==> src/rtl/core/ccar_pkg.sv <==
// Shared types and constants of the cell color attribute resolver.
// Depends on nothing; imported by ccar_init, ccar_mode, the top level and the testbench.
package ccar_pkg;

    localparam int PAL_DEPTH = 266;
    localparam int PAL_AW    = 9;
    localparam int RGB_W     = 24;

    localparam logic [PAL_AW-1:0] IDX_DEF_FG        = 9'd256;
    localparam logic [PAL_AW-1:0] IDX_DEF_BG        = 9'd257;
    localparam logic [PAL_AW-1:0] IDX_DEF_HI_FG     = 9'd258;
    localparam logic [PAL_AW-1:0] IDX_DEF_HI_BG     = 9'd259;
    localparam logic [PAL_AW-1:0] IDX_BOLD_FG       = 9'd260;
    localparam logic [PAL_AW-1:0] IDX_UNDER_FG      = 9'd261;
    localparam logic [PAL_AW-1:0] IDX_BOLD_UNDER_FG = 9'd262;
    localparam logic [PAL_AW-1:0] IDX_HIGH_STEP     = 9'd3;
    localparam logic [PAL_AW-1:0] IDX_BRIGHT_STEP   = 9'd8;
    localparam logic [PAL_AW-1:0] IDX_LAST          = 9'd265;

    localparam logic [15:0] LUM_R = 16'd19660;
    localparam logic [15:0] LUM_G = 16'd38666;
    localparam logic [15:0] LUM_B = 16'd7208;

    typedef enum logic [2:0] {
        MODE_NORMAL = 3'd0,
        MODE_AMBER  = 3'd1,
        MODE_GREY   = 3'd2,
        MODE_GREEN  = 3'd3,
        MODE_TINT   = 3'd4
    } t_mode;

    typedef enum logic [2:0] {
        REG_COLOR_MODE   = 3'd0,
        REG_UNDER_EN     = 3'd1,
        REG_GLOBAL_INV   = 3'd2,
        REG_SEL_FG       = 3'd3,
        REG_SEL_BG       = 3'd4,
        REG_AMBER_FG     = 3'd5,
        REG_AMBER_BG     = 3'd6
    } t_reg;

    typedef struct packed {
        logic             swap;
        logic             sel;
        logic             under;
    } t_cell_ctl;

    typedef struct packed {
        logic [2:0]       color_mode;
        logic [RGB_W-1:0] sel_fg;
        logic [RGB_W-1:0] sel_bg;
        logic [RGB_W-1:0] amber_fg;
        logic [RGB_W-1:0] amber_bg;
    } t_mode_cfg;

    typedef struct packed {
        logic              en;
        logic [PAL_AW-1:0] addr;
        logic [RGB_W-1:0]  data;
    } t_pal_wr;

endpackage

==> src/rtl/core/ccar_init.sv <==
// Post-reset sweep that loads the default 256-color table and special entries.
// Depends on ccar_pkg.
module ccar_init (
    input  logic              i_clk,
    input  logic              i_rst_n,
    output ccar_pkg::t_pal_wr o_wr,
    output logic              o_busy
);
    import ccar_pkg::*;

    logic [23:0] base16 [16];
    logic [23:0] special10 [10];

    assign base16 = '{24'h000000, 24'hb21818, 24'h18b218, 24'hb26818,
                      24'h1818b2, 24'hb218b2, 24'h18b2b2, 24'hb2b2b2,
                      24'h686868, 24'hff5454, 24'h54ff54, 24'hffff54,
                      24'h5454ff, 24'hff54ff, 24'h54ffff, 24'hffffff};
    assign special10 = '{24'hb2b2b2, 24'h000000, 24'hffffff, 24'h000000,
                         24'h00afaf, 24'h00af00, 24'hafaf00, 24'h00ffff,
                         24'h44ff00, 24'hffff44};

    function automatic logic [7:0] cube_level(input logic [2:0] k);
        logic [7:0] lvl;
        case (k)
            3'd1:    lvl = 8'h5f;
            3'd2:    lvl = 8'h87;
            3'd3:    lvl = 8'haf;
            3'd4:    lvl = 8'hd7;
            3'd5:    lvl = 8'hff;
            default: lvl = 8'h00;
        endcase
        return lvl;
    endfunction

    logic              r_active;
    logic [PAL_AW-1:0] r_idx;
    logic [2:0]        r_cr, r_cg, r_cb;
    logic [7:0]        r_grey;
    logic              in_cube, in_grey;
    logic [23:0]       n_data;

    assign in_cube = (r_idx >= 9'd16) && (r_idx < 9'd232);
    assign in_grey = (r_idx >= 9'd232) && (r_idx < 9'd256);

    always_comb begin
        if (r_idx < 9'd16) begin
            n_data = base16[r_idx[3:0]];
        end else if (in_cube) begin
            n_data = {cube_level(r_cr), cube_level(r_cg), cube_level(r_cb)};
        end else if (in_grey) begin
            n_data = {r_grey, r_grey, r_grey};
        end else if (r_idx <= IDX_LAST) begin
            n_data = special10[r_idx[3:0]];
        end else begin
            n_data = '0;
        end
    end

    always_ff @(posedge i_clk) begin
        if (!i_rst_n) begin
            r_active <= 1'b1;
            r_idx    <= '0;
            r_cr     <= '0;
            r_cg     <= '0;
            r_cb     <= '0;
            r_grey   <= 8'h08;
        end else if (r_active) begin
            r_idx <= r_idx + 9'd1;
            if (r_idx == IDX_LAST) begin
                r_active <= 1'b0;
            end
            if (in_cube) begin
                if (r_cb == 3'd5) begin
                    r_cb <= '0;
                    if (r_cg == 3'd5) begin
                        r_cg <= '0;
                        r_cr <= r_cr + 3'd1;
                    end else begin
                        r_cg <= r_cg + 3'd1;
                    end
                end else begin
                    r_cb <= r_cb + 3'd1;
                end
            end
            if (in_grey) begin
                r_grey <= r_grey + 8'h0a;
            end
        end
    end

    assign o_wr.en   = r_active;
    assign o_wr.addr = r_idx;
    assign o_wr.data = n_data;
    assign o_busy    = r_active;

endmodule

==> config.mk <==
export PLATFORM = sky130hd
export DESIGN_NAME = ccar_init
export DESIGN_NICKNAME = d
export VERILOG_FILES = /design/src/rtl/core/ccar_pkg.sv /design/src/rtl/core/ccar_init.sv
export SDC_FILE = /design/constraint.sdc
export NUM_CORES = 1
export LEC_CHECK = 0
export ABC_AREA = 1
export BUFFER_PORTS_ARGS = -buffer_cell sky130_fd_sc_hd__buf_2
export CORE_MARGIN = 3
export CORE_UTILIZATION = 35
export CTS_CLUSTER_SIZE = 20
export DETAILED_ROUTE_END_ITERATION = 10
export SLEW_MARGIN = 20
export SYNTH_ARGS = -nofsm -noshare
export SYNTH_HDL_FRONTEND = slang
export SYNTH_SLANG_ARGS = --single-unit
==> constraint.sdc <==
create_clock -name i_clk -period 2.3 [get_ports i_clk]
set_input_delay 0.69 -clock i_clk [delete_from_list [all_inputs] [get_ports i_clk]]
set_output_delay 0.69 -clock i_clk [all_outputs]
set_load 0.03 [all_outputs]
==> flow_metrics.env, run 1 <==
export IMPL_outcome="complete, but fails checks"
export IMPL_violations="negative setup slack"
export IMPL_endpoint_kind="output pin"
export IMPL_cp_start_kind="register"
export IMPL_clock_sinks=26
export IMPL_core_um2=6131
export IMPL_drive_gt1_share_pct=39.15
export IMPL_synth_seq_cells=26
export IMPL_period_share_pct=112.9
export IMPL_ys_top_cells_by_area="dfxtp_1 (23%), nand2_1 (16%), nor2_1 (9.3%), a21oi_1 (8.1%), inv_1 (7.0%)"
export IMPL_setup_violations=24
export IMPL_grt_pass1_vias=2651
export IMPL_yosysUniqueCellTypes=35
export IMPL_drtPass1Iterations=5
export IMPL_cts_root_buf="clkbuf_8"
export IMPL_worst_path_buf_inv=4
export IMPL_r2r_end="r_grey[7]$_SDFFE_PN0P_"
export IMPL_grt_pass1_wl_um=12290
export IMPL_start_util_pct=37.45
export IMPL_yosys_area_top_type_share_pct=22.67
export IMPL_ios=37
export IMPL_hold_path_end="r_cr[1]$_SDFFE_PN0P_"
export IMPL_clock_skew_final_ns=0.006111
export IMPL_cts_buffers=3
export IMPL_clock_latency_ns=0.28
export IMPL_synthesis_nets=405
export IMPL_grt_overflow=0
export IMPL_slowest_stage="dfxtp_4"
export IMPL_track_usage_pct=19.96
export IMPL_hold_viol_final=0
export IMPL_drc_errors=0
export IMPL_die_x_um=86.99
export IMPL_final_nets=485
export IMPL_die_y_um=86.99
export IMPL_wl_per_cell_um=13.47
export IMPL_yosysSeqAreaShare_pct=22.67
export IMPL_timing_rr_start="r_idx[6]$_SDFFE_PN0P_"
export IMPL_antenna_found_initial=0
export IMPL_clkTransAtPathRegs_ns=0.10
export IMPL_htreeDepth=1
export IMPL_place_congestion=0.9049
export IMPL_drtIter0Drc=159
export IMPL_hold_start="r_cr[1]$_SDFFE_PN0P_"
export IMPL_path_class="register to output pin"
export IMPL_slew_headroom_pct=71.45
export IMPL_rsz0062_at_grt="true"
export IMPL_crit_family="buffers and inverters"
export IMPL_hp_class="register to register"
export IMPL_power_density_nw_per_um2=350.2
export IMPL_fin_ws_ns=-0.2972
export IMPL_mostFrequentLayoutCells="nand2_1 (82), buf_4 (49), nor2_1 (47)"
export IMPL_finalMaxSlewViolations=0
export IMPL_avgSynthCellArea_um2=5.872
export IMPL_synth_top_cell_by_area="dfxtp_1"
export IMPL_arrival_ns=1.91
export IMPL_clk_path_buf_depth=2
export IMPL_syn_to_final_growth_pct=47.47
export IMPL_synth_cells=391
export IMPL_hpwlAfterDp_um=5552
export IMPL_die_area_um2=7567
export IMPL_port_buffers=36
export IMPL_crit_fanout=4
export IMPL_synth_area_um2=2296
export IMPL_critPathMaxStageDelay_ns=0.38
export IMPL_cap_violations=0
export IMPL_peakVddDrop_mv=0.2138
export IMPL_vias=2794
export IMPL_layout_commonest_cell="nand2_1"
export IMPL_preCtsSetupSlack_ns=-0.1295
export IMPL_r2r_slack_ns=0.54
export IMPL_crit_required_ns=1.61
export IMPL_hold_depth=2
export IMPL_wirelength_um=7339
export IMPL_leakage_uw=0.001669
export IMPL_grt_max_degree=17
export IMPL_yosys_warnings=0
export IMPL_power_uw=1186
export IMPL_antenna_left=0
export IMPL_antenna_cells=0
export IMPL_period_needed_ns=2.597
export IMPL_r2r_cells=10
export IMPL_avgViaCountPerCell=5.127
export IMPL_max_freq_ghz=0.3850
export IMPL_ctsHoldBuffers=0
export IMPL_num_rows=28
export IMPL_crit_chain="inv_4, buf_4, ha_4, inv_4, nand2_2, a21oi_2, nand3_4, nand2_1, nand2_2, a21oi_4, buf_6"
export IMPL_cts_tree="done"
export IMPL_worst_slew_pin_slew_ns=0.4276
## cell families after synthesis
logic type               count (synthesis)  share of synthesized area (%)
AO/OA/AOI/OAI                           83                          19.29
AND/OR/NAND/NOR                        205                          39.18
adder cells (fa/ha/maj)                 12                          6.539
XOR/XNOR                                 3                          1.145
buffers and inverters                   62                          11.17
flip-flops                              26                          22.67
## worst register-to-register path: stages (launching register included)
cell and delay (ns):
dfxtp_2 0.36, nand2_2 0.08, nor2_4 0.17, nand3_4 0.19
buf_4 0.20, nor2_4 0.15, buf_4 0.14, nand4_1 0.10
o21ai_0 0.19, nand2_1 0.06, nor2_1 0.07
## how the worst max path moves through the flow
| stage | slack (ns) | to | depth (start not counted) | start |
|---|---|---|---|---|
| 2_1_floorplan | -0.02 | o_wr[5] | 10 | r_idx[0]$_SDFFE_PN0P_ |
| 3_3_place_gp | -0.07 | o_wr[5] | 10 | r_idx[0]$_SDFFE_PN0P_ |
| 3_5_place_dp | -0.13 | o_wr[5] | 13 | r_idx[1]$_SDFFE_PN0P_ |
| 4_1_cts | -0.33 | o_wr[22] | 14 | r_idx[1]$_SDFFE_PN0P_ |
| 5_1_grt | -0.43 | o_wr[8] | 13 | r_idx[1]$_SDFFE_PN0P_ |
| 6_report | -0.30 | o_wr[5] | 11 | r_idx[1]$_SDFFE_PN0P_ |
## cell usage after synthesis
cell type,number
nand2_1,100
nor2_1,57
inv_1,43
a21oi_1,37
o21ai_0,32
dfxtp_1,26
nand3_1,14
ha_1,12
buf_2,7
nand4_1,7
nand2_2,6
nor3_1,6
inv_2,4
a31oi_1,3
clkbuf_1,3
nor2_4,3
o211ai_1,3
or2_2,3
xor2_1,3
a211oi_1,2
a22oi_1,2
buf_4,2
nand3_2,2
nor2_2,2
o21ai_1,2
buf_1,1
buf_6,1
clkinv_1,1
nand3_4,1
nand3b_1,1
nor4_1,1
o2111ai_1,1
o21a_1,1
or2_0,1
or2_1,1
## state kept, by name (all words and copies together), names as in the netlist
signal  cells
r_idx       9
r_grey      7
r_cb        3
r_cg        3
r_cr        3
o_busy      1
## through the flow
step,TNS [ns],std cells,cell area (um^2),utilization (%),hold slack (ns)
2_1_floorplan,-0.02940,391,2405,-,0.4437
3_3_place_gp,-0.5529,533,2934,47.86,0.4646
3_5_place_dp,-1.396,533,2934,47.86,0.4766
4_1_cts,-6.747,541,3178,51.84,0.4909
5_1_grt,-8.978,545,3386,55.22,0.5281
6_report,-6.172,545,3386,55.22,0.4867
## what timing repair did
item                                    CTS  global route
gates resized for setup                  54            62
hold endpoints to repair                  0             0
gates cloned                              1             0
endpoints found under the setup margin   24            24
buffers inserted                          3             4
pin swaps                                14            17
## cell type report
cell class / count / area, um^2
clock buffers: 3 / 41.29
clock inverters: 1 / 3.754
inverters: 48 / 190.2
flip-flops and latches: 26 / 535.5
well taps: 75 / 93.84
fillers: 580 / 2745
multi-input cells: 304 / 1805
repair buffers: 88 / 715.7
## power breakdown
part | switching (uW) | internal (uW) | leakage (uW) | total, uW
registers | 7.29 | 454 | 0.000214 | 462
clock network | 154 | 120 | 0.0000231 | 275
logic | 258 | 192 | 0.00143 | 450
## metal layers
metal	GRT usage [%]	vias to the layer above	part of all wire [%]	wire (um)
met3	2.460	10	5.9	430
met5	0	-	0	0
met2	32.57	89	46	3371
li1	-	1431	-	-
met1	27.14	1264	46	3412
met4	6.516	0	1.7	124
Power figures use the tool's default switching activity.
==> run 2, diff against run 1 <==
SETUP_SLACK_MARGIN = 0.4   (was not set)
==> run 2 against run 1 <==
Against the previous run: the flow still finishes with violations (negative setup slack); clock power rose by 15%; largest cell class unchanged; design area grew 16%; core utilization increased by 8.9 points; non-clock buffer count grew 21; via count rose by 2.8%; critical endpoint is now o_wr[4]; highest routed layer unchanged.
==> flow_metrics.env, run 2 (synthesized netlist as in run 1, its figures left out) <==
export IMPL_cp_common_cell="nand2_4"
export IMPL_hold_viol_final=0
export IMPL_violations="negative setup slack"
export IMPL_finalMaxSlewViolations=0
export IMPL_rsz0062_at_grt="true"
export IMPL_top_register="r_idx"
export IMPL_drive_gt1_share_pct=52.34
export IMPL_setup_violations=24
export IMPL_grt_overflow=0
export IMPL_grt_pass1_wl_um=12110
export IMPL_cts_tree="done"
export IMPL_slew_headroom_pct=71.73
export IMPL_num_rows=28
export IMPL_hp_class="register to register"
export IMPL_layout_commonest_cell="buf_4"
export IMPL_fin_ws_ns=-0.3248
export IMPL_crit_family="simple AND/OR/NAND/NOR gates"
export IMPL_clock_skew_final_ns=0.002535
export IMPL_antenna_found_initial=0
export IMPL_cts_buffers=3
export IMPL_worst_path_buf_inv=2
export IMPL_cap_violations=0
export IMPL_crit_required_ns=1.61
export IMPL_syn_to_final_growth_pct=71.23
export IMPL_worst_slew_pin_slew_ns=0.4222
export IMPL_power_density_nw_per_um2=321.2
export IMPL_place_area_um2=3214
export IMPL_start_util_pct=37.45
export IMPL_port_buffers=36
export IMPL_drc_errors=0
export IMPL_ctsHoldBuffers=0
export IMPL_grt_pass1_vias=2583
export IMPL_track_usage_pct=19.92
export IMPL_hpwlAfterDp_um=5750
export IMPL_clock_latency_ns=0.28
export IMPL_die_y_um=86.99
export IMPL_avgViaCountPerCell=5.074
export IMPL_place_congestion=0.8573
export IMPL_clkTransAtPathRegs_ns=0.10
export IMPL_setup_tns_ns=-5.895
export IMPL_outcome="complete, but fails checks"
export IMPL_stdcell_area_um2=3931
export IMPL_period_share_pct=114.1
export IMPL_final_nets=506
export IMPL_die_x_um=86.99
export IMPL_endpoint_kind="output pin"
export IMPL_vias=2872
export IMPL_mostFrequentLayoutCells="buf_4 (67), nand2_1 (52), nand2_2 (39), nor2_1 (39), inv_1 (30)"
export IMPL_drtPass1Iterations=4
export IMPL_cts_root_buf="clkbuf_8"
export IMPL_die_area_um2=7567
export IMPL_clk_path_buf_depth=2
export IMPL_critPathMaxStageDelay_ns=0.39
export IMPL_period_needed_ns=2.625
export IMPL_power_uw=1263
export IMPL_antenna_cells=0
export IMPL_crit_fanout=5
export IMPL_max_freq_ghz=0.3810
export IMPL_ios=37
export IMPL_antenna_left=0
export IMPL_wirelength_um=7766
export IMPL_largest_register_ff_count=9
export IMPL_peakVddDrop_mv=0.2079
export IMPL_cp_start_kind="register"
export IMPL_place_inst=543
export IMPL_slowest_stage="dfxtp_4"
export IMPL_htreeDepth=1
export IMPL_arrival_ns=1.93
export IMPL_preCtsSetupSlack_ns=-0.08307
export IMPL_core_um2=6131
export IMPL_drtIter0Drc=204
export IMPL_top_regs="r_idx: 9 flops, r_grey: 7 flops"
export IMPL_clock_sinks=26
export IMPL_grt_max_degree=19
export IMPL_final_cells=566
export IMPL_path_class="register to output pin"
export IMPL_crit_chain="inv_8, nand2_8, nand2_2, nand4_1, nand2_4, nand2_4, nor2_4, nand3_2, a21oi_4, buf_6"
export IMPL_wl_per_cell_um=13.72
export IMPL_leakage_uw=0.001888
run 2: changes by cell type in the layout (fill, tap and decap cells not counted), moves of 4 or more:
cell / previous run / this run
nand2_1: 82 / 52
buf_4: 49 / 67
nand2_2: 23 / 39
nand2_4: 2 / 15
nor2_1: 47 / 39
dfxtp_4: 2 / 7
inv_1: 35 / 30
nor2_4: 6 / 11
a21oi_4: 4 / 8
dfxtp_1: 18 / 14
run 2: through the flow:
step | hold slack (ns) | utilization (%)
CTS | 0.4864 | 55.57
finish | 0.4810 | 64.12
detailed placement | 0.4715 | 52.43
floorplan | 0.4437 | -
global placement | 0.4637 | 52.43
global route | 0.5007 | 64.12
run 2: final timing paths:
check                                end                   from  cells after the start  slack (ns)
setup / recovery                 o_wr[4]  r_idx[0]$_SDFFE_PN0P_                     10       -0.32
hold / removal      r_cg[1]$_SDFFE_PN0P_   r_cg[1]$_SDFFE_PN0P_                      2        0.48
hold reg to reg     r_cg[1]$_SDFFE_PN0P_   r_cg[1]$_SDFFE_PN0P_                      2        0.48
setup reg to reg  r_grey[7]$_SDFFE_PN0P_  r_idx[6]$_SDFFE_PN0P_                     12        0.36
run 2: worst reg2reg max path: cells and delay by family (launching register included):
kind / cells / cell delay (ns)
compound gates: 1 / 0.18
buf+inv: 4 / 0.52
flops: 1 / 0.38
simple gates: 7 / 0.80
run 2: repair_timing:
item | 4_1_cts | 5_1_grt
setup endpoints to repair | 24 | 26
pin swaps | 12 | 44
cloned | 1 | 2
buffers inserted | 0 | 16
gates resized for setup | 51 | 118
run 2: layer usage:
| layer | up-vias | part of all wire [%] | GRT usage (%) |
|---|---|---|---|
| met5 | - | 0 | 0 |
| met4 | 0 | 1.6 | 5.524 |
| met3 | 11 | 4.1 | 1.798 |
| met2 | 67 | 47 | 32.57 |
| met1 | 1315 | 47 | 27.81 |
| li1 | 1479 | - | - |
run 2: layout make-up:
class / instances / area [um^2]
tap: 75 / 93.84
timing repair buffer: 109 / 954.7
sequential: 26 / 553.0
inverter: 48 / 198.9
fill: 527 / 2200
multi-input combinational: 304 / 2076
clock buffer: 4 / 55.05
run 2: power breakdown:
part           switching, uW  leakage, uW  internal [uW]
Clock                    163    0.0000288            154
Combinational            280      0.00164            208
Sequential              7.86     0.000217            449
==> run 3, diff against run 2 <==
MAX_ROUTING_LAYER = met4   (was not set)
==> run 3 against run 2 <==
Against the previous run: the run still ends with negative setup slack left; clock-buffer cell count unchanged; combinational power fell by 4.9%; non-clock buffer count shrank 3; maximum frequency shrank 0.53%; critical path depth shrank 1; critical endpoint unchanged.
==> flow_metrics.env, run 3 (synthesized netlist as in run 1, its figures left out) <==
export IMPL_antenna_left=0
export IMPL_endpoint_kind="output pin"
export IMPL_grt_pass1_wl_um=12560
export IMPL_vias=2849
export IMPL_wl_per_cell_um=13.85
export IMPL_fillers=551
export IMPL_cts_tree="done"
export IMPL_core_um2=6131
export IMPL_clkTransAtPathRegs_ns=0.10
export IMPL_hp_class="register to register"
export IMPL_cts_buffers=3
export IMPL_clk_path_buf_depth=2
export IMPL_slew_headroom_pct=73.89
export IMPL_avgViaCountPerCell=5.051
export IMPL_p_seq_share_pct=37.0
export IMPL_ctsHoldBuffers=0
export IMPL_clock_latency_ns=0.28
export IMPL_grt_max_degree=17
export IMPL_finalMaxSlewViolations=0
export IMPL_cap_violations=0
export IMPL_wirelength_um=7812
export IMPL_path_class="register to output pin"
export IMPL_port_buffers=36
export IMPL_drive_gt1_share_pct=48.26
export IMPL_clock_sinks=26
export IMPL_hpwlAfterDp_um=5758
export IMPL_grt_pass1_vias=2729
export IMPL_start_util_pct=37.45
export IMPL_place_congestion=0.8841
export IMPL_die_x_um=86.99
export IMPL_cp_start_kind="register"
export IMPL_grt_overflow=0
export IMPL_hold_viol_final=0
export IMPL_pwr_share_clk_pct=25.2
export IMPL_crit_required_ns=1.61
export IMPL_die_area_um2=7567
export IMPL_layout_commonest_cell="nand2_1"
export IMPL_drtIter0Drc=178
export IMPL_multi_input_area_um2=2021
export IMPL_rsz0062_at_grt="true"
export IMPL_worst_hold_slack_ns=0.4762
export IMPL_worst_slew_pin_slew_ns=0.3899
export IMPL_p_sw_share_pct=34.94
export IMPL_setup_violations=24
export IMPL_seq_area_um2=553.0
export IMPL_p_int_uw=800.6
export IMPL_antenna_found_initial=0
export IMPL_clock_skew_final_ns=0.002624
export IMPL_power_density_nw_per_um2=321.1
export IMPL_crit_fanout=4
export IMPL_p_sw_uw=429.9
export IMPL_violations="negative setup slack"
export IMPL_leakage_uw=0.001837
export IMPL_syn_to_final_growth_pct=66.92
export IMPL_mostFrequentLayoutCells="nand2_1 (66), buf_4 (63), nor2_1 (41)"
export IMPL_ios=37
export IMPL_outcome="complete, but fails checks"
export IMPL_num_rows=28
export IMPL_top_register="r_idx"
export IMPL_period_needed_ns=2.639
export IMPL_antenna_cells=0
export IMPL_drc_errors=0
export IMPL_cts_root_buf="clkbuf_8"
export IMPL_fin_ws_ns=-0.3389
export IMPL_die_y_um=86.99
export IMPL_top_regs="r_idx: 9 flops, r_grey: 7 flops"
export IMPL_track_usage_pct=21.27
export IMPL_arrival_ns=1.95
export IMPL_max_freq_ghz=0.3790
export IMPL_htreeDepth=1
export IMPL_drtPass1Iterations=4
export IMPL_combPwrFrac_pct=37.8
export IMPL_peakVddDrop_mv=0.1936
export IMPL_period_share_pct=114.7
export IMPL_setup_tns_ns=-6.555
export IMPL_largest_register_ff_count=9
export IMPL_final_nets=504
run 3: changes by cell type in the layout (fill, tap and decap cells not counted), moves of 4 or more:
cell	change
nand2_2	-14
nand2_1	+14
buf_4	-4
nand3_2	+5
run 3: area by class of cell:
cell class / instances / share of cell area [%]
flip-flops and latches: 26 / 14.43
inverters: 48 / 5.060
clock buffers: 4 / 1.436
well taps: 75 / 2.449
multi-input cells: 305 / 52.73
repair buffers: 106 / 23.90
run 3: path summary, 6_finish.rpt:
check,end,startpoint,depth (start not counted),slack [ns]
setup / recovery,o_wr[4],r_idx[6]$_SDFFE_PN0P_,9,-0.34
hold / removal,r_grey[4]$_SDFFE_PN0P_,r_grey[4]$_SDFFE_PN0P_,1,0.48
setup reg to reg,r_grey[6]$_SDFFE_PN0P_,r_idx[6]$_SDFFE_PN0P_,12,0.56
hold reg to reg,r_grey[4]$_SDFFE_PN0P_,r_grey[4]$_SDFFE_PN0P_,1,0.48
run 3: timing repair:
action / in CTS / in global routing
resized for setup: 71 / 74
setup buffers: 5 / 4
pin swaps: 20 / 32
cloned: 3 / 0
endpoints found under the setup margin: 24 / 27
run 3: stage by stage:
stage | total power [uW] | std cells | util, % | setup WS, ns | area (um^2)
CTS | 1213 | 560 | 58.31 | -0.3536 | 3575
floorplan | 735.0 | 391 | - | 0.03035 | 2579
global placement | 856.4 | 548 | 52.63 | -0.1095 | 3227
finish | 1231 | 564 | 62.51 | -0.3389 | 3832
global route | 1291 | 564 | 62.51 | -0.4292 | 3832
detailed placement | 857.2 | 548 | 52.63 | -0.09533 | 3227
run 3: power by group through the flow:
stage,clock [uW],combinational (uW),sequential (uW)
floorplan,0,254,481
global placement,0,387,470
detailed placement,0,387,470
CTS,322,434,458
global route,335,499,457
finish,310,465,456
run 3: critical path: stages (launching register included):
cell and delay, ns:
dfxtp_4 0.38, nor2_4 0.16, buf_6 0.12, nand4_1 0.19
nand2_2 0.20, nand2_4 0.10, nor2_4 0.09, nand3_2 0.10
a21oi_4 0.19, buf_6 0.15
run 3: metal layers:
metal	vias up	global-route usage, %	share of wire (%)	routed length (um)
li1	1468	-	-	-
met1	1285	27.04	46	3558
met2	83	34.23	47	3689
met3	13	3.406	5.4	421
met4	0	7.082	1.8	143
met5	-	-	0	0
