===== config.mk =====
export PLATFORM = sky130hd
export DESIGN_NAME = ccar_mode
export DESIGN_NICKNAME = d
export VERILOG_FILES = /design/src/rtl/core/ccar_pkg.sv /design/src/rtl/core/ccar_mode.sv
export SDC_FILE = /design/constraint.sdc
export NUM_CORES = 1
export LEC_CHECK = 0
export ABC_CLOCK_PERIOD_IN_PS = 3950
export BUFFER_PORTS_ARGS = -buffer_cell sky130_fd_sc_hd__buf_2
export CAP_MARGIN = 20
export CORE_MARGIN = 8
export CORE_UTILIZATION = 55
export CTS_BUF_LIST = sky130_fd_sc_hd__clkbuf_4 sky130_fd_sc_hd__clkbuf_8 sky130_fd_sc_hd__clkbuf_16
export DETAILED_ROUTE_END_ITERATION = 6
export PLACE_DENSITY = 0.77
export SLEW_MARGIN = 10
export SYNTH_ARGS = -nofsm -noshare
export SYNTH_HDL_FRONTEND = slang
export SYNTH_SLANG_ARGS = --single-unit

===== constraint.sdc =====
create_clock -name i_clk -period 3.95 [get_ports i_clk]
set_input_delay 0.395 -clock i_clk [delete_from_list [all_inputs] [get_ports i_clk]]
set_output_delay 0.395 -clock i_clk [all_outputs]
set_load 0.005 [all_outputs]

===== src/rtl/core/ccar_pkg.sv =====
// Shared types and constants of the cell color attribute resolver.
// Depends on nothing; imported by ccar_init, ccar_mode, the top level and the testbench.
package ccar_pkg;

    localparam int PAL_DEPTH = 266;
    localparam int PAL_AW    = 9;
    localparam int RGB_W     = 24;

    localparam logic [PAL_AW-1:0] IDX_DEF_FG        = 9'd256;
    localparam logic [PAL_AW-1:0] IDX_DEF_BG        = 9'd257;
    localparam logic [PAL_AW-1:0] IDX_DEF_HI_FG     = 9'd258;
    localparam logic [PAL_AW-1:0] IDX_DEF_HI_BG     = 9'd259;
    localparam logic [PAL_AW-1:0] IDX_BOLD_FG       = 9'd260;
    localparam logic [PAL_AW-1:0] IDX_UNDER_FG      = 9'd261;
    localparam logic [PAL_AW-1:0] IDX_BOLD_UNDER_FG = 9'd262;
    localparam logic [PAL_AW-1:0] IDX_HIGH_STEP     = 9'd3;
    localparam logic [PAL_AW-1:0] IDX_BRIGHT_STEP   = 9'd8;
    localparam logic [PAL_AW-1:0] IDX_LAST          = 9'd265;

    localparam logic [15:0] LUM_R = 16'd19660;
    localparam logic [15:0] LUM_G = 16'd38666;
    localparam logic [15:0] LUM_B = 16'd7208;

    typedef enum logic [2:0] {
        MODE_NORMAL = 3'd0,
        MODE_AMBER  = 3'd1,
        MODE_GREY   = 3'd2,
        MODE_GREEN  = 3'd3,
        MODE_TINT   = 3'd4
    } t_mode;

    typedef enum logic [2:0] {
        REG_COLOR_MODE   = 3'd0,
        REG_UNDER_EN     = 3'd1,
        REG_GLOBAL_INV   = 3'd2,
        REG_SEL_FG       = 3'd3,
        REG_SEL_BG       = 3'd4,
        REG_AMBER_FG     = 3'd5,
        REG_AMBER_BG     = 3'd6
    } t_reg;

    typedef struct packed {
        logic             swap;
        logic             sel;
        logic             under;
    } t_cell_ctl;

    typedef struct packed {
        logic [2:0]       color_mode;
        logic [RGB_W-1:0] sel_fg;
        logic [RGB_W-1:0] sel_bg;
        logic [RGB_W-1:0] amber_fg;
        logic [RGB_W-1:0] amber_bg;
    } t_mode_cfg;

    typedef struct packed {
        logic              en;
        logic [PAL_AW-1:0] addr;
        logic [RGB_W-1:0]  data;
    } t_pal_wr;

endpackage


===== src/rtl/core/ccar_mode.sv =====
// Monochrome mode transform, inverse swap and selection override, two stages
// plus output register. Depends on ccar_pkg.
module ccar_mode (
    input  logic                 i_clk,
    input  logic                 i_rst_n,
    input  logic                 i_valid,
    input  logic [23:0]          i_fg,
    input  logic [23:0]          i_bg,
    input  ccar_pkg::t_cell_ctl  i_ctl,
    input  ccar_pkg::t_mode_cfg  i_cfg,
    output logic                 o_valid,
    output logic [23:0]          o_fg,
    output logic [23:0]          o_bg,
    output logic                 o_under
);
    import ccar_pkg::*;

    logic        r_m1_valid, r_m2_valid, r_valid;
    logic [23:0] r_m1_fg, r_m1_bg, r_m2_fg, r_m2_bg;
    t_cell_ctl   r_m1_ctl, r_m2_ctl;
    logic [23:0] r_pf_r, r_pf_g, r_pf_b, r_pb_r, r_pb_g, r_pb_b;
    logic [23:0] r_fg, r_bg;
    logic        r_under;
    logic [23:0] n_fg, n_bg, a_col, b_col;
    logic [7:0]  lum_a, lum_b;

    function automatic logic [7:0] lum_sat(input logic [23:0] pr, input logic [23:0] pg,
                                           input logic [23:0] pb);
        logic [25:0] s;
        s = {2'b00, pr} + {2'b00, pg} + {2'b00, pb};
        return (|s[25:24]) ? 8'hff : s[23:16];
    endfunction

    function automatic logic [23:0] apply(input logic [23:0] c, input logic [7:0] lum,
                                          input logic [23:0] amb, input logic [2:0] mode);
        logic [23:0] res;
        case (mode)
            MODE_AMBER: res = amb;
            MODE_GREY:  res = {lum, lum, lum};
            MODE_GREEN: res = {8'h00, lum, 8'h00};
            MODE_TINT:  begin
                if (lum[7]) begin
                    res = amb;
                end else begin
                    res = {amb[23:16] >> 1, amb[15:8] >> 1, amb[7:0] >> 1};
                end
            end
            default:    res = c;
        endcase
        return res;
    endfunction

    always_ff @(posedge i_clk) begin
        r_m1_fg  <= i_fg;
        r_m1_bg  <= i_bg;
        r_m1_ctl <= i_ctl;
        r_m2_fg  <= r_m1_fg;
        r_m2_bg  <= r_m1_bg;
        r_m2_ctl <= r_m1_ctl;
        r_pf_r   <= {8'd0, LUM_R} * {16'd0, r_m1_fg[23:16]};
        r_pf_g   <= {8'd0, LUM_G} * {16'd0, r_m1_fg[15:8]};
        r_pf_b   <= {8'd0, LUM_B} * {16'd0, r_m1_fg[7:0]};
        r_pb_r   <= {8'd0, LUM_R} * {16'd0, r_m1_bg[23:16]};
        r_pb_g   <= {8'd0, LUM_G} * {16'd0, r_m1_bg[15:8]};
        r_pb_b   <= {8'd0, LUM_B} * {16'd0, r_m1_bg[7:0]};
        r_fg     <= n_fg;
        r_bg     <= n_bg;
        r_under  <= r_m2_ctl.under & ~r_m2_ctl.sel;
    end

    always_ff @(posedge i_clk) begin
        if (!i_rst_n) begin
            r_m1_valid <= 1'b0;
            r_m2_valid <= 1'b0;
            r_valid    <= 1'b0;
        end else begin
            r_m1_valid <= i_valid;
            r_m2_valid <= r_m1_valid;
            r_valid    <= r_m2_valid;
        end
    end

    always_comb begin
        lum_a = lum_sat(r_pf_r, r_pf_g, r_pf_b);
        lum_b = lum_sat(r_pb_r, r_pb_g, r_pb_b);
        a_col = apply(r_m2_fg, lum_a, i_cfg.amber_fg, i_cfg.color_mode);
        b_col = apply(r_m2_bg, lum_b, i_cfg.amber_bg, i_cfg.color_mode);
        if (r_m2_ctl.sel) begin
            n_fg = i_cfg.sel_fg;
            n_bg = i_cfg.sel_bg;
        end else if (r_m2_ctl.swap) begin
            n_fg = b_col;
            n_bg = a_col;
        end else begin
            n_fg = a_col;
            n_bg = b_col;
        end
    end

    assign o_valid = r_valid;
    assign o_fg    = r_fg;
    assign o_bg    = r_bg;
    assign o_under = r_under;

endmodule


==> out/metrics.yaml, run 1 <==
grt_pass1_vias: 16700
dieArea_mm2: 0.0415
grt_usage_pct: 26.8
dpl.hpwl_um: 46100
slowest_stage: "fa_1"
overflow: 0
wirelength_um: 58000
worstHoldStart: "i_valid"
ctsHtreeMaxLevel: 1
max_stage_delay_ns: 0.57
start_util_pct: 56.0
clkLatencyLatePin_ns: 0.57
cap_violations: 0
status: "finished clean"
clk_pin_slew_ns: 0.06
worstPathMaxFanout: 3
synth-edff-count: 0
crit_required_ns: 4.43
wl_per_cell_um: 20.8
fillCellCount: 2598
critPathLaunchType: "flop"
hold_class: "in -> reg"
portBuffers: 202
die_w_um: 204
drc_errors: 0
slew_headroom_pct: 30.3
cts_tree: "yes"
drt_iter0_drc: 1123
postLayoutSetupSlackWorst_ns: 0.0253
r2r_end: "r_pf_r[21]$_DFF_P_"
r2r-start: "r_m1_fg[21]$_DFF_P_"
cp-end-kind: "flop"
peakVddDrop_uv: 593
whs_endpoint: "r_m1_valid$_SDFF_PN0_"
setup_viol: 0
synth_seq_cells: 268
final_nets: 2928
ios: 203
path_cells: "ha_4, ha_4, inv_2, fa_1, inv_2, fa_1, ha_4, and3b_1, o21a_1, o21ai_2, a21boi_2, o21a_1, o21ai_1, buf_4, a211oi_4, o31ai_2, xnor2_1"
max_freq_mhz: 255
via_per_inst: 5.86
seq_area_mm2: 0.00539
path_class: "reg -> reg"
slew_viol_final: 0
cts_buffer_depth: 3
drive_above_1_share_pct: 20.0
leakage_uw: 0.0114
crit_top_cell: "ha_4"
post-place-ws_ns: -0.137
placementRows: 68
syn_inst: 1986
netlist_area_mm2: 0.0194
async_reset_ff_share_pct: 0
yosysSeqAreaShare_pct: 27.7
fin_crit_ns: 3.92
core_mm2: 0.0346
drt_first_pass_iters: 6
tightest_slew_ns: 1.04
powerDensity_mw_per_mm2: 811
vias: 16400
critPathArrivalTime_ns: 4.41
min_period_over_period_pct: 99.4
grt_max_degree: 45
cts-root-buf: "clkbuf_16"
hold_viol: 0
ys_types: 95
ff2ff_path_depth: 17
antenna_found_initial: 3
synthFlopType: "dfxtp_1"
clock_skew_ns: 0.0292
rrSetupSlack_ns: 0.03
die_y_um: 204
rsz0062_at_grt: "yes"
grt_pass1_wl_um: 89400
clock_sink_count: 268
syn_area_per_cell_um2: 9.76
synth_nets: 2601
power_uw: 19000
syn_to_final_growth_pct: 20.8
ant_nets: 0
yosysWarnings: 0
numCtsBuffers: 30
multiInputGateArea_mm2: 0.0132
hold_depth: 2
gp_congestion: 1.01
holdWs_ns: 0.0408
## area by class of cell
type                    instances  area share (%)
flip-flops and latches        268            23.0
clock buffers                  42            3.88
multi-input cells            1424            56.5
well taps                     455            2.43
diodes                          1          0.0107
inverters                     245            3.93
clock inverters                13           0.802
repair buffers                344            9.44
## cell usage after synthesis, drive strengths merged (16+ instances only)
master  count  area share (%)
clkbuf     39            0.76
inv       245             4.7
nor2      104             2.0
a211oi     17            0.72
nand2b     18            0.58
a21o       20            0.77
o221ai     16            0.72
a21oi     109             2.9
nand3      32            0.83
nor3       54             1.5
xor2       26             1.2
xnor2      67             3.0
and3       27            0.90
nand2     108             2.1
a221oi     33             1.7
ha        342              22
o21ai      58             1.5
o21bai     20            0.77
o21a       18            0.70
dfxtp     268              28
fa        120              12
a31oi      24            0.85
## metrics by stage
step | TNS (ns) | utilization [%] | cell area (um2) | std cells
2_1_floorplan | 0 | - | 19400 | 1986
3_3_place_gp | -0.0209 | 61.7 | 21400 | 2677
3_5_place_dp | -0.500 | 61.7 | 21400 | 2677
4_1_cts | 0 | 66.6 | 23100 | 2786
5_1_grt | -0.436 | 67.6 | 23400 | 2791
6_report | 0 | 67.6 | 23400 | 2792
## worst max-delay path by stage
stage                                    from                 end  slack (ns)
after floorplan           r_m1_fg[22]$_DFF_P_  r_pf_r[21]$_DFF_P_        0.04
after global placement    r_m1_fg[21]$_DFF_P_  r_pf_r[21]$_DFF_P_       -0.02
after detailed placement  r_m1_fg[21]$_DFF_P_  r_pf_r[21]$_DFF_P_       -0.14
after CTS                 r_m1_bg[21]$_DFF_P_  r_pb_r[20]$_DFF_P_      0.0001
after global routing      r_m1_fg[21]$_DFF_P_  r_pf_r[21]$_DFF_P_       -0.11
final                     r_m1_fg[21]$_DFF_P_  r_pf_r[21]$_DFF_P_        0.03
## cell families (layout without fill, tap and decap cells)
group	count (synthesis)	after routing	share of synthesized area [%]
AO/OA/AOI/OAI	443	443	16.6
XOR/XNOR	93	93	4.20
adder cells (fa/ha/maj)	462	462	34.5
buffers and inverters	294	644	5.84
flip-flops	268	268	27.7
multiplexers	12	12	0.646
other	0	1	0
AND/OR/NAND/NOR	414	414	10.5
## critical path: cells and delay by family (launching register included)
family,cells,cell delay (ns)
compound gates,7,1.15
xor+xnor,1,0.14
fa+ha+maj,5,1.82
buf+inv,3,0.23
flops,1,0.33
simple gates,1,0.17
## metal layers
layer / vias to the layer above / routed length, um / part of all wire, % / global-route usage [%]
met5: - / 9 / 0.016 / 0
met4: 2 / 2970 / 5.1 / 11.3
met3: 158 / 4110 / 7.1 / 4.68
met2: 668 / 26300 / 45 / 43.8
met1: 7834 / 24700 / 43 / 34.6
li1: 7689 / - / - / -
## what timing repair did
action,CTS,global route
endpoints found under the setup margin,8,27
hold endpoints to repair,51,0
pin swaps,18,33
resized for setup,19,61
hold buffers,51,0
setup buffers,3,4
## state kept, by name (all words and copies together) (netlist names)
| register | cells |
|---|---|
| o_under | 1 |
| r_pb_g | 21 |
| o_bg | 24 |
| r_m2_fg | 24 |
| r_m2_bg | 24 |
| r_m1_ctl | 3 |
| r_pb_b | 16 |
| o_fg | 24 |
| r_pb_r | 20 |
| r_m2_valid | 1 |
| r_m1_fg | 24 |
| r_m1_bg | 24 |
| r_m1_valid | 1 |
| r_pf_g | 21 |
| r_pf_r | 20 |
| r_m2_ctl | 3 |
| r_pf_b | 16 |
| o_valid | 1 |
## layout by cell type, fill, tap and decap left out, drive strengths merged, types with 54 or more instances in the layout
cell / Yosys / layout
a21oi: 109 / 109
nor2: 104 / 104
nor3: 54 / 54
buf: 10 / 293
o21ai: 58 / 58
inv: 245 / 247
fa: 120 / 120
xnor2: 67 / 67
nand2: 108 / 108
ha: 342 / 342
dfxtp: 268 / 268
## where the power goes
| part | total [uW] | leakage (uW) | switching, uW | internal (uW) |
|---|---|---|---|---|
| clock | 3040 | 0.000541 | 1170 | 1870 |
| combinational | 12000 | 0.00863 | 6980 | 5040 |
| sequential | 3920 | 0.00226 | 464 | 3460 |
(Power assumes the default switching activity.)
==> run 2: changes to the inputs <==
--- a/config.mk
+++ b/config.mk
@@ -5,6 +5,7 @@
 export SDC_FILE = /design/constraint.sdc
 export NUM_CORES = 1
 export LEC_CHECK = 0
+export ABC_AREA = 1
 export ABC_CLOCK_PERIOD_IN_PS = 3950
 export BUFFER_PORTS_ARGS = -buffer_cell sky130_fd_sc_hd__buf_2
 export CAP_MARGIN = 20
==> out/metrics.yaml, run 2 <==
status: "finished clean"
cts-root-buf: "clkbuf_16"
ant_nets: 0  # unchanged
grt_max_degree: 49  # +8.9%
worstPathMaxFanout: 5  # +2
dieArea_mm2: 0.0442  # +6.5%
dpl.hpwl_um: 48300  # +4.8%
fillCellCount: 3147  # +21%
synth_common_cells: "548 x nand2_1, 415 x inv_1, 342 x ha_1"
tightest_slew_ns: 1.09  # +0.0455 ns
critPathLaunch: "r_m1_bg[20]$_DFF_P_"
slew_headroom_pct: 27.3  # -3.0 points
placementRows: 71  # +4.4%
ctsHtreeMaxLevel: 1  # unchanged
ios: 203  # unchanged
via_per_inst: 5.37  # -8.3%
synthFlopType: "dfxtp_1"
numCtsBuffers: 30  # unchanged
ff2ff_path_depth: 16  # -1
clkLatencyLatePin_ns: 0.58  # about the same
portBuffers: 202  # unchanged
grt_usage_pct: 26.8  # +0.045 points
powerDensity_mw_per_mm2: 808  # -0.37%
die_w_um: 210  # +3.2%
clock_skew_ns: 0.0141  # -0.0151 ns
grt_pass1_wl_um: 94700  # +6.0%
worstHoldStart: "i_cfg[93]"
antenna_cells: 0  # -1
final_cells: 3356  # +20%
wl_per_cell_um: 17.9  # -14%
yosysMostFrequentCell: "nand2_1"
start_util_pct: 55.5  # -0.48 points
yosysWarnings: 0  # unchanged
vias: 18000  # +10%
synth_seq_cells: 268  # unchanged
synth-edff-count: 0  # unchanged
clk_pin_slew_ns: 0.07  # about the same
cp-end-kind: "flop"
synthDominantCellAreaShare_pct: 25.9  # -1.8 points
drive_above_1_share_pct: 14.8  # -5.3 points
yosysSeqAreaShare_pct: 25.9  # -1.8 points
syn_inst: 2548  # +28%
syn_to_final_growth_pct: 16.3
hold_depth: 3  # +1
hold_viol: 0  # unchanged
path_class: "reg -> reg"
max_freq_mhz: 262  # +2.7%
crit_required_ns: 4.42  # about the same
cts_buffer_depth: 3  # unchanged
final_nets: 3439  # +17%
hold_class: "in -> reg"
critPathLaunchType: "flop"
antenna_found_initial: 1  # -2
fin_tns_setup_ns: 0  # unchanged
peakVddDrop_uv: 469  # -21%
cap_violations: 0  # unchanged
synth_nets: 3163  # +22%
ys_types: 50  # -47%
seq_area_mm2: 0.00539  # about the same
drt_iter0_drc: 1514  # +35%
layout_common_cells: "548 x nand2_1, 414 x inv_1, 333 x ha_1"
grt_pass1_vias: 17800  # +6.6%
rrSetupSlack_ns: 0.13  # +0.10 ns
yosys.area.top_type: "dfxtp_1"
multiInputGateArea_mm2: 0.0137  # +3.3%
gp_congestion: 0.961  # -4.9%
min_period_over_period_pct: 96.8  # -2.6 points
dp.cells: 3245  # +21%
r2r-start: "r_m1_bg[20]$_DFF_P_"
drc_errors: 0  # unchanged
async_reset_ff_share_pct: 0  # unchanged
setup_viol: 0  # unchanged
drt_first_pass_iters: 6  # unchanged
syn_area_per_cell_um2: 8.15  # -17%
clock_sink_count: 268  # unchanged
overflow: 0  # unchanged
netlist_area_mm2: 0.0208  # +7.1%
die_y_um: 210  # +3.2%
leakage_uw: 0.0129  # +13%
final_common_cell: "nand2_1"
cts_tree: "yes"
fin_crit_ns: 3.82  # -0.102 ns
slew_viol_final: 0  # unchanged
core_mm2: 0.0374  # +8.0%
wirelength_um: 60200  # +3.7%
synth_top_cells_by_area: "dfxtp_1 26%, ha_1 21%, fa_1 12%, nand2_1 9.9%, inv_1 7.5%"
critPathArrivalTime_ns: 4.29  # -0.12 ns
==> run 2: changes by cell type after synthesis, moves of 20 or more <==
| cell | change |
|---|---|
| nand2_1 | +441 |
| inv_1 | +171 |
| nand3_1 | +116 |
| nand4_1 | +100 |
| xnor2_1 | -45 |
| nor3_1 | -41 |
| xor2_1 | +40 |
| a21oi_1 | +36 |
| a221oi_1 | -28 |
| and3_1 | -26 |
| buf_2 | +23 |
| clkbuf_1 | -20 |
==> run 2: layout make-up <==
| type | count | area share (%) |
|---|---|---|
| Inverter | 421 | 6.55 |
| Tap cell | 511 | 2.65 |
| Multi-Input combinational cell | 1804 | 56.6 |
| Clock inverter | 12 | 0.492 |
| Clock buffer | 41 | 3.61 |
| Timing Repair Buffer | 299 | 7.80 |
| Sequential cell | 268 | 22.3 |
==> run 2: final timing paths <==
| path | endpoint |
|---|---|
| hold reg to reg | r_m2_ctl[2]$_DFF_P_ |
| setup / recovery | r_pb_r[20]$_DFF_P_ |
| hold / removal | o_fg[21]$_DFF_P_ |
| setup reg to reg | r_pb_r[20]$_DFF_P_ |
==> run 2: timing repair <==
action	in CTS	in global routing
endpoints found under the hold margin	57	0
gates resized for setup	2	47
pin swaps	0	11
hold buffers	57	0
setup buffers	0	1
setup endpoints to repair	5	20
==> run 2: worst max-delay path, cell delays in order, from the launching register on <==
cell	delay (ns)
dfxtp_1	0.40
ha_1	0.20
inv_1	0.06
fa_1	0.50
fa_1	0.57
inv_1	0.06
fa_1	0.53
ha_4	0.32
nand2_1	0.06
nor2_1	0.13
inv_1	0.10
nor3_2	0.23
a21oi_2	0.12
o21ai_2	0.17
nand3b_1	0.13
nand3_1	0.09
nand2_1	0.05
==> run 2: metal layers <==
layer  up-vias  track usage [%]  routed length [um]
met1      8420             37.0               27300
met4         0             8.34                1930
met2       678             42.6               26400
met3        93             4.52                4620
met5         -                0                   0
li1       8831                -                   -
==> run 2: cells by family after synthesis <==
logic type      synth area share (%)
compound gates                  7.02
xor+xnor                        3.71
fa+ha+maj                       32.2
buf+inv                         9.13
flops                           25.9
simple gates                    22.1
==> run 2: metrics by stage <==
| stage | util (%) | hold WS [ns] | setup slack (ns) | power [uW] | cell area [um2] |
|---|---|---|---|---|---|
| 2_1_floorplan | - | 0.310 | 0.237 | 13100 | 20800 |
| 3_3_place_gp | 59.9 | 0.311 | 0.133 | 16100 | 22400 |
| 3_5_place_dp | 59.9 | 0.314 | -0.0307 | 16200 | 22400 |
| 4_1_cts | 64.1 | 0.00378 | 0.00484 | 19100 | 24000 |
| 5_1_grt | 64.5 | 0.0173 | -0.0242 | 21300 | 24100 |
| 6_report | 64.5 | 0.0116 | 0.128 | 19500 | 24100 |
==> run 2: power by group <==
group | internal [uW] | switching, uW | leakage, uW | total, uW
logic | 4580 | 8280 | 0.0102 | 12900
registers | 3390 | 496 | 0.00226 | 3890
clock network | 1610 | 1150 | 0.000486 | 2760
total | 9580 | 9920 | 0.0129 | 19500
==> run 3: changes to the inputs <==
--- a/config.mk
+++ b/config.mk
@@ -7,14 +7,16 @@
 export LEC_CHECK = 0
 export ABC_AREA = 1
 export ABC_CLOCK_PERIOD_IN_PS = 3950
-export BUFFER_PORTS_ARGS = -buffer_cell sky130_fd_sc_hd__buf_2
+export BUFFER_PORTS_ARGS = -buffer_cell sky130_fd_sc_hd__clkbuf_2
 export CAP_MARGIN = 20
 export CORE_MARGIN = 8
 export CORE_UTILIZATION = 55
 export CTS_BUF_LIST = sky130_fd_sc_hd__clkbuf_4 sky130_fd_sc_hd__clkbuf_8 sky130_fd_sc_hd__clkbuf_16
+export CTS_CLUSTER_SIZE = 25
 export DETAILED_ROUTE_END_ITERATION = 6
 export PLACE_DENSITY = 0.77
 export SLEW_MARGIN = 10
 export SYNTH_ARGS = -nofsm -noshare
 export SYNTH_HDL_FRONTEND = slang
 export SYNTH_SLANG_ARGS = --single-unit
+export TNS_END_PERCENT = 30
==> out/metrics.yaml, run 3 (synthesis results as in run 2) <==
power.internal_uw: 9780  # +2.1%
clkLatencyLatePin_ns: 0.59  # about the same
cts_tree: "yes"
worstPathMaxFanout: 7  # +2
slowest_stage: "fa_1"
ios: 203  # unchanged
drt_first_pass_iters: 6  # unchanged
placementRows: 71  # unchanged
pwr-share-comb_pct: 64.9  # -1.0 points
path_class: "reg -> reg"
antenna_found_initial: 1  # unchanged
crit_required_ns: 4.44  # +0.02 ns
die_y_um: 210  # unchanged
crit_top_cell: "fa_1"
ff2ff_path_depth: 16  # unchanged
power_frac_clock_pct: 15.4  # +1.3 points
path_cells: "fa_1, inv_1, fa_1, inv_1, fa_1, fa_1, ha_4, a21oi_2, o21ai_0, a21oi_1, nand2_1, nand2_1, a21oi_1, nor2_1, o21ai_0, a21o_1"
min_period_over_period_pct: 96.9  # about the same
seq_power_share_pct: 19.7  # -0.2 points
hold_depth: 3  # unchanged
slew_viol_final: 0  # unchanged
layout_common_cells: "548 x nand2_1, 415 x inv_1, 335 x ha_1"
grt_max_degree: 50  # +2.0%
critPathArrivalTime_ns: 4.31  # +0.02 ns
final_nets: 3440  # +0.029%
clk_pin_slew_ns: 0.07  # about the same
max_freq_mhz: 261  # about the same
cap_violations: 0  # unchanged
vias: 18000  # +0.14%
dp.cells: 3245  # unchanged
hold_class: "in -> reg"
fin_crit_ns: 3.83  # +0.00345 ns
worstHoldStart: "i_cfg[78]"
hold_viol: 0  # unchanged
post_cts_buffers: 0  # unchanged
tightest_slew_ns: 1.08  # -0.0133 ns
r2r-start: "r_m1_fg[13]$_DFF_P_"
clock_skew_ns: 0.0269  # +0.0128 ns
die_w_um: 210  # unchanged
numCtsBuffers: 30  # unchanged
drc_errors: 0  # unchanged
cts-root-buf: "clkbuf_16"
rrSetupSlack_ns: 0.12  # about the same
power_uw: 19700  # +1.1%
grt_usage_pct: 26.6  # -0.19 points
gp_congestion: 0.956  # -0.45%
portBuffers: 202  # unchanged
setup_viol: 0  # unchanged
status: "finished clean"
via_per_inst: 5.37  # about the same
leakage_uw: 0.0130  # +0.78%
syn_to_final_growth_pct: 16.7
fin_util_pct: 64.8  # +0.22 points
dieArea_mm2: 0.0442  # unchanged
grt_pass1_vias: 17800  # +0.17%
cts_buffer_depth: 3  # unchanged
postLayoutSetupSlackWorst_ns: 0.124  # -0.00345 ns
core_mm2: 0.0374  # unchanged
max_stage_delay_ns: 0.56  # about the same
dpl.hpwl_um: 48400  # +0.21%
whs_endpoint: "o_fg[6]$_DFF_P_"
swShare_pct: 50.4  # -0.49 points
peakVddDrop_uv: 493  # +5.2%
final_cells: 3361  # +0.15%
drive_above_1_share_pct: 14.4  # -0.41 points
slew_headroom_pct: 28.2  # +0.89 points
drt_iter0_drc: 1391  # -8.1%
wirelength_um: 60200  # about the same
final_common_cell: "nand2_1"
powerDensity_mw_per_mm2: 814  # +0.77%
post-place-ws_ns: 0.0424  # +0.0731 ns
overflow: 0  # unchanged
clock_sink_count: 268  # unchanged
r2r_end: "r_pf_g[23]$_DFF_P_"
grt_pass1_wl_um: 93900  # -0.86%
wl_per_cell_um: 17.9  # -0.20%
ant_nets: 0  # unchanged
rsz0062_at_grt: "yes"
ctsHtreeMaxLevel: 1  # unchanged
start_util_pct: 55.5  # unchanged
p_switching_uw: 9930  # +0.14%
cp-end-kind: "flop"
critPathLaunchType: "flop"
## run 3: changes by cell type in the layout (fill, tap and decap cells not counted), moves of 3 or more
cell / delta
buf_2: -202
bufinv_16: +4
clkbuf_2: +202
dfxtp_1: +3
fa_1: +4
clkinv_2: +3
fa_2: -4
clkbuf_4: -4
## run 3: worst max path at each step
stage | startpoint | to | slack, ns | depth (start not counted)
floorplan | r_m1_bg[14]$_DFF_P_ | r_pb_g[21]$_DFF_P_ | 0.24 | 17
global placement | r_m1_bg[15]$_DFF_P_ | r_pb_g[21]$_DFF_P_ | 0.12 | 17
detailed placement | r_m1_bg[15]$_DFF_P_ | r_pb_g[21]$_DFF_P_ | 0.04 | 17
CTS | r_m1_fg[13]$_DFF_P_ | r_pf_g[23]$_DFF_P_ | 0.002 | 16
global route | r_m1_bg[13]$_DFF_P_ | r_pb_g[21]$_DFF_P_ | -0.03 | 18
finish | r_m1_fg[13]$_DFF_P_ | r_pf_g[23]$_DFF_P_ | 0.12 | 16
## run 3: final cells by class
class	instances	area, um2
multi-input cells	1804	13600
fillers	3084	13200
flip-flops and latches	268	5380
repair buffers	300	1890
inverters	421	1580
clock buffers	36	827
well taps	511	639
clock inverters	20	264
diodes	1	2.50
## run 3: routing by layer
layer	GRT usage, %	up-vias	wire length [um]
li1	-	8854	-
met5	0	-	0
met4	9.74	0	2330
met2	41.9	686	26200
met1	35.6	8380	26500
met3	5.97	127	5160
## run 3: critical path, delay by kind of cell (launching register included)
kind	cells	cell delay, ns
and+or+nand+nor	3	0.34
AOI/OAI and AO/OA	6	0.74
adders and majority gates	5	2.18
DFF	1	0.37
buffers and inverters	2	0.10
## run 3: power groups by stage
stage | sequential [uW] | clock (uW) | combinational (uW)
2_1_floorplan | 3730 | 0 | 9420
3_3_place_gp | 3930 | 0 | 12100
3_5_place_dp | 3940 | 0 | 12300
4_1_cts | 3890 | 3070 | 12500
5_1_grt | 3950 | 3170 | 14400
6_report | 3890 | 3030 | 12800
## run 3: repair_timing
item                                   CTS  global route
endpoints found under the hold margin   59             0
pin swaps                                0             1
setup endpoints to repair                1            20
gates resized for setup                  1            35
hold buffers                            59             0
## run 3: metrics by stage
step / hold WS, ns / TNS [ns] / area [um2]
final: 0.0200 / 0 / 24200
after detailed placement: 0.312 / 0 / 22400
after global routing: 0.0148 / -0.0547 / 24200
after global placement: 0.312 / 0 / 22400
after floorplan: 0.310 / 0 / 20800
after CTS: 0.00159 / 0 / 24100
